$ cat config.mk
export PLATFORM = sky130hd
export DESIGN_NAME = mmp_modmul
export DESIGN_NICKNAME = d
export VERILOG_FILES = /design/src/design/mmp_pkg.sv /design/src/design/mmp_modmul.sv
export SDC_FILE = /design/constraint.sdc
export NUM_CORES = 2
export LEC_CHECK = 0
export BUFFER_PORTS_ARGS = -buffer_cell sky130_fd_sc_hd__buf_2
export CAP_MARGIN = 15
export CORE_MARGIN = 2
export CORE_UTILIZATION = 55
export CTS_BUF_LIST = sky130_fd_sc_hd__clkbuf_2
export DETAILED_ROUTE_END_ITERATION = 8
export PLACE_DENSITY = 0.75
export SYNTH_ARGS = -nofsm -noshare
export SYNTH_HDL_FRONTEND = slang
export SYNTH_SLANG_ARGS = --single-unit
export TNS_END_PERCENT = 20
$ cat constraint.sdc
create_clock -name clk -period 7.8 [get_ports clk]
set_input_delay 1.17 -clock clk [delete_from_list [all_inputs] [get_ports clk]]
set_output_delay 1.17 -clock clk [all_outputs]
set_load 0.01 [all_outputs]
$ cat src/design/mmp_pkg.sv
// Shared constants, types and widths for the multinomial coefficient block.
package mmp_pkg;

  // Field widths.
  localparam int IN_W  = 17;
  localparam int VAL_W = 30;

  // Default table depth.
  localparam int MAX_N_DEF = 131072;

  // The prime modulus and the Barrett constant floor(2^60 / p).
  localparam logic [63:0] PRIME_64 = 64'd1000000007;
  localparam logic [VAL_W-1:0] PRIME = VAL_W'(PRIME_64);
  localparam logic [63:0] MU_64 = 64'h1000_0000_0000_0000 / PRIME_64;
  localparam logic [30:0] MU = 31'(MU_64);

  // Fermat exponent p-2, processed one bit per cell.
  localparam int EXP_BITS = 30;
  localparam logic [EXP_BITS-1:0] EXP_VAL = EXP_BITS'(PRIME_64 - 64'd2);

  // Data that rides along the exponent chain next to acc and base.
  typedef struct packed {
    logic [VAL_W-1:0] nf;
    logic             mis;
  } carry_t;

endpackage

$ cat src/design/mmp_modmul.sv
// Four-stage pipelined multiplier modulo the prime, with Barrett reduction.
module mmp_modmul #(
  parameter int SW = 1
) (
  input  logic                        clk,
  input  logic                        rst,
  input  logic                        en,
  input  logic                        vin,
  input  logic [mmp_pkg::VAL_W-1:0]   a,
  input  logic [mmp_pkg::VAL_W-1:0]   b,
  input  logic [SW-1:0]               side_in,
  output logic                        vout,
  output logic [mmp_pkg::VAL_W-1:0]   r,
  output logic [SW-1:0]               side_out
);

  localparam logic [31:0] P32  = 32'(mmp_pkg::PRIME);
  localparam logic [31:0] P2X  = 32'(mmp_pkg::PRIME) << 1;

  logic          v1, v2, v3, v4;
  logic [59:0]   prod;
  logic [61:0]   t;
  logic [31:0]   xlo2;
  logic [31:0]   r3;
  logic [mmp_pkg::VAL_W-1:0] r4;
  logic [SW-1:0] s1, s2, s3, s4;
  logic [30:0]   q;

  assign q = t[61:31];

  // Valid bits of the four stages.
  always_ff @(posedge clk) begin
    if (rst) begin
      v1 <= 1'b0;
      v2 <= 1'b0;
      v3 <= 1'b0;
      v4 <= 1'b0;
    end else if (en) begin
      v1 <= vin;
      v2 <= v1;
      v3 <= v2;
      v4 <= v3;
    end
  end

  // Product, quotient estimate, remainder estimate, final correction.
  always_ff @(posedge clk) begin
    if (en) begin
      prod <= 60'(a) * 60'(b);
      s1   <= side_in;
      t    <= 62'(prod[59:29]) * 62'(mmp_pkg::MU);
      xlo2 <= prod[31:0];
      s2   <= s1;
      r3   <= xlo2 - 32'(64'(q) * 64'(P32));
      s3   <= s2;
      if (r3 >= P2X) begin
        r4 <= mmp_pkg::VAL_W'(r3 - P2X);
      end else if (r3 >= P32) begin
        r4 <= mmp_pkg::VAL_W'(r3 - P32);
      end else begin
        r4 <= mmp_pkg::VAL_W'(r3);
      end
      s4   <= s3;
    end
  end

  assign vout     = v4;
  assign r        = r4;
  assign side_out = s4;

endmodule

==> flow_results.xml <==
<?xml version="1.0" encoding="UTF-8"?>
<metrics>
  <group name="run_status">
    <metric name="run_status" unit="">complete, no violations</metric>
  </group>
  <group name="yosys">
    <metric name="postSynthAreaPerCell" unit="µm²">9.974</metric>
    <metric name="yosys_most_used_dff" unit="">edfxtp_1</metric>
    <metric name="synth_warnings" unit="">0</metric>
    <metric name="synth_enable_flop_cells" unit="">189</metric>
    <metric name="yosys.cell_types.count" unit="">80</metric>
    <metric name="share_of_async_settable_or_async_resettable_flops_after_synthesis" unit="%">0</metric>
    <metric name="synth_cells" unit="">5802</metric>
    <metric name="seq_cells_post_synth" unit="">193</metric>
    <metric name="post_synth_instance_area" unit="µm²">57870</metric>
    <metric name="synth.net_count" unit="">7911</metric>
    <metric name="seq_area_frac_synth" unit="%">9.946</metric>
  </group>
  <group name="sta">
    <metric name="layout_setup_ws" unit="ns">0.07946</metric>
    <metric name="setup_repair_after_global_routing_missed_its_margin" unit="">true</metric>
    <metric name="max_clock_freq" unit="GHz">0.1295</metric>
    <metric name="tightest_pin_transition" unit="ns">0.9490</metric>
    <metric name="final.setup_skew" unit="ns">0.07278</metric>
    <metric name="finalMaxSlewViolations" unit="">0</metric>
    <metric name="totalNegativeSetupSlack" unit="ns">0</metric>
    <metric name="timing.max_slew.rel_slack" unit="%">36.31</metric>
    <metric name="hold_viol_final" unit="">0</metric>
    <metric name="period_needed" unit="ns">7.721</metric>
    <metric name="final_period_utilization" unit="%">98.98</metric>
    <metric name="timing.final.setup_violations" unit="">0</metric>
  </group>
  <group name="routing">
    <metric name="drt-pass1-iter-count" unit="">5</metric>
    <metric name="m1WireLength" unit="µm">58810</metric>
    <metric name="antenna_nets_post_route" unit="">0</metric>
    <metric name="topRoutingLayerUsed" unit="">met4</metric>
    <metric name="route.met3.wl" unit="µm">9371</metric>
    <metric name="average_via_count_per_standard_cell" unit="">5.302</metric>
    <metric name="drt-initial-drc-count" unit="">2786</metric>
    <metric name="wirelength" unit="µm">137500</metric>
    <metric name="detail_route.wl_per_cell" unit="µm">18.34</metric>
    <metric name="post-route-drc-count" unit="">0</metric>
    <metric name="dr_wl_met2" unit="µm">66040</metric>
    <metric name="route.vias.total" unit="">39760</metric>
  </group>
  <group name="min_path">
    <metric name="worst_hold_startpoint" unit="">rst</metric>
    <metric name="min-delay-path-class" unit="">input pin to register</metric>
  </group>
  <group name="critical_path">
    <metric name="worstSetupStartpoint" unit="">a[15]</metric>
    <metric name="r2r-end" unit="">t[60]</metric>
    <metric name="critPathRequiredTime" unit="ns">8.50</metric>
    <metric name="endpoint_kind" unit="">register</metric>
    <metric name="reg2reg_slack" unit="ns">0.40</metric>
    <metric name="crit_end" unit="">prod[57]</metric>
    <metric name="r2r-start" unit="">prod[53]</metric>
    <metric name="critical_path.max_fanout" unit="">7</metric>
    <metric name="rr_worst_depth" unit="">24</metric>
    <metric name="path_class" unit="">input pin to register</metric>
    <metric name="worst_ep_arrival_time" unit="ns">8.42</metric>
    <metric name="startpoint_type" unit="">input pin</metric>
  </group>
  <group name="floorplanning">
    <metric name="core_ar" unit="µm²">103900</metric>
    <metric name="num_rows" unit="">118</metric>
    <metric name="fp.dieArea" unit="µm²">107800</metric>
    <metric name="initial_cell_density_of_the_core" unit="%">55.68</metric>
    <metric name="floorplan.die.height" unit="µm">328.4</metric>
    <metric name="die_x" unit="µm">328.4</metric>
    <metric name="ios" unit="">97</metric>
  </group>
  <group name="cts">
    <metric name="tritoncts_num_sinks" unit="">193</metric>
    <metric name="h-tree-depth" unit="">4</metric>
    <metric name="cts_hold_buf" unit="">0</metric>
    <metric name="cts.root.buffer_cell" unit="">clkbuf_2</metric>
    <metric name="cts_max_path_buffers" unit="">2</metric>
    <metric name="tritoncts" unit="">yes</metric>
    <metric name="number_of_buffers_created_by_cts" unit="">17</metric>
    <metric name="cts.reportedPaths.clkPinSlew" unit="ns">0.29</metric>
    <metric name="worstSkewPairLatency" unit="ns">0.94</metric>
  </group>
  <group name="place">
    <metric name="io_buffers" unit="">96</metric>
    <metric name="detailed_place_hpwl" unit="µm">123200</metric>
    <metric name="place_congestion" unit="">0.9761</metric>
    <metric name="dpl.cell_count" unit="">7463</metric>
    <metric name="placement.cell_area" unit="µm²">62380</metric>
    <metric name="placement.setup.worst_slack" unit="ns">-1.123</metric>
  </group>
  <group name="job">
    <metric name="maxCapViolCount" unit="">0</metric>
  </group>
  <group name="global_route">
    <metric name="antenna_found_initial" unit="">1</metric>
    <metric name="track_usage" unit="%">26.76</metric>
    <metric name="total_overflow_reported_by_the_global_router" unit="">0</metric>
    <metric name="pin_count_of_the_biggest_net_entering_global_routing" unit="">73</metric>
    <metric name="first_global_vias" unit="">43940</metric>
    <metric name="first_pass_grt_wire_length" unit="µm">226400</metric>
  </group>
  <group name="layout">
    <metric name="layout.cells.non_filler" unit="">7498</metric>
    <metric name="ff_latch_area" unit="µm²">5756</metric>
    <metric name="nNetsFinal" unit="">8213</metric>
    <metric name="final_cell_area_excluding_filler_cells" unit="µm²">62840</metric>
    <metric name="layout-area-overhead-vs-synth" unit="%">8.586</metric>
    <metric name="drive_gt1_share" unit="%">9.498</metric>
    <metric name="multi_input_comb_area" unit="µm²">45550</metric>
    <metric name="fillers" unit="">8607</metric>
  </group>
</metrics>
==> how the worst min path moves through the flow <==
stage / end / cells past startpoint
detailed placement: xlo2[13] / 0
floorplan: s2 / 0
global route: s1 / 1
CTS: v1 / 2
finish: v1 / 2
global placement: xlo2[15] / 0
==> cells in the mapped netlist, types with 15 or more instances <==
library cell,instances,area share [%]
nand3_1,29,0.25
o21bai_1,16,0.21
a31oi_1,15,0.16
a21o_1,61,0.79
and2_1,492,5.3
nand2b_1,17,0.18
a21oi_1,118,1.0
xor2_1,54,0.82
o21ai_0,62,0.54
clkbuf_1,191,1.2
xnor2_1,125,1.9
nor2_1,66,0.43
o21a_1,15,0.19
and3_1,18,0.19
ha_1,784,17
edfxtp_1,189,9.8
nor2b_1,15,0.16
nor3_1,17,0.15
fa_1,1260,44
inv_1,1584,10
nand2_1,497,3.2
==> worst max-delay path, cell delays in order <==
cell       delay (ns)
buf_2            0.17
buf_4            0.18
and2_1           0.16
fa_1             0.48
fa_1             0.48
fa_1             0.54
inv_1            0.05
fa_1             0.47
inv_1            0.05
fa_1             0.48
fa_1             0.56
fa_1             0.43
fa_1             0.49
ha_4             0.29
buf_4            0.13
nand4_1          0.14
nor2_2           0.12
o211ai_1         0.14
a2111o_1         0.49
o21ai_4          0.26
a31oi_4          0.13
o31ai_4          0.25
nand4_1          0.14
a21oi_2          0.23
a2111oi_2        0.09
a311o_1          0.28
==> cell type report <==
cell class | count | share of cell area [%]
multi-input cells | 3823 | 72.48
inverters | 1584 | 9.462
flip-flops and latches | 193 | 9.159
repair buffers | 485 | 5.724
well taps | 1380 | 2.748
clock inverters | 14 | 0.2748
clock buffers | 18 | 0.1434
diodes | 1 | 0.003982
==> flip-flops by register name, summed over array words and instances, names as in the netlist <==
register  cells
prod         60
r            30
r3           32
s1            1
s2            1
s3            1
side_out      1
t            31
v1            1
v2            1
v3            1
vout          1
xlo2         32
==> metal layers <==
metal  vias to the layer above  GRT usage, %
li1                      17930             -
met1                     20350         36.70
met2                      1295         45.14
met5                         -             0
met4                         0         6.293
met3                       185         3.835
==> repair_timing <==
item,4_1_cts,5_1_grt
pin swaps,0,23
setup endpoints to repair,3,17
endpoints found under the hold margin,0,0
resized for setup,3,38
buffers inserted,0,2
==> cell families (layout without fill, tap and decap cells) <==
group / Yosys count / count (layout) / share of synthesized area, %
xor+xnor: 179 / 179 / 2.709
buf+inv: 1786 / 2101 / 11.60
other cells: 0 / 1 / 0
compound gates: 399 / 399 / 4.638
mux: 5 / 5 / 0.08649
fa+ha+maj: 2045 / 2045 / 60.56
flops: 193 / 193 / 9.946
simple gates: 1195 / 1195 / 10.46
==> cells in the final DEF (no fill, tap or decap), types with 10 or more instances in the layout <==
| cell type | Yosys | final |
|---|---|---|
| nand2_1 | 497 | 497 |
| nand2b_1 | 17 | 17 |
| a21oi_1 | 118 | 115 |
| and3_1 | 18 | 18 |
| edfxtp_1 | 189 | 189 |
| buf_4 | 1 | 374 |
| o21ai_1 | 9 | 11 |
| o21a_1 | 15 | 15 |
| ha_1 | 784 | 781 |
| nor2b_1 | 15 | 15 |
| xor2_1 | 54 | 54 |
| o21bai_1 | 16 | 16 |
| nand4_1 | 13 | 13 |
| fa_1 | 1260 | 1256 |
| nor2_1 | 66 | 65 |
| nor3_1 | 17 | 17 |
| a31oi_1 | 15 | 14 |
| or2_2 | 10 | 10 |
| inv_1 | 1584 | 1582 |
| buf_2 | 6 | 89 |
| o21ai_0 | 62 | 60 |
| nand3_1 | 29 | 29 |
| buf_12 | 0 | 12 |
| clkbuf_2 | 0 | 18 |
| a211oi_1 | 12 | 11 |
| and2_1 | 492 | 488 |
| xnor2_1 | 125 | 125 |
| a21o_1 | 61 | 61 |
==> per-stage QoR <==
step	utilization, %	hold slack [ns]
finish	60.46	0.3967
CTS	60.28	0.3174
detailed placement	60.02	0.4045
global route	60.46	0.3347
global placement	60.02	0.4012
floorplan	-	0.4003
Power is left out: the tool's default activity adds up to more than one toggle a clock period on the data nets, which glitch-free logic cannot reach.
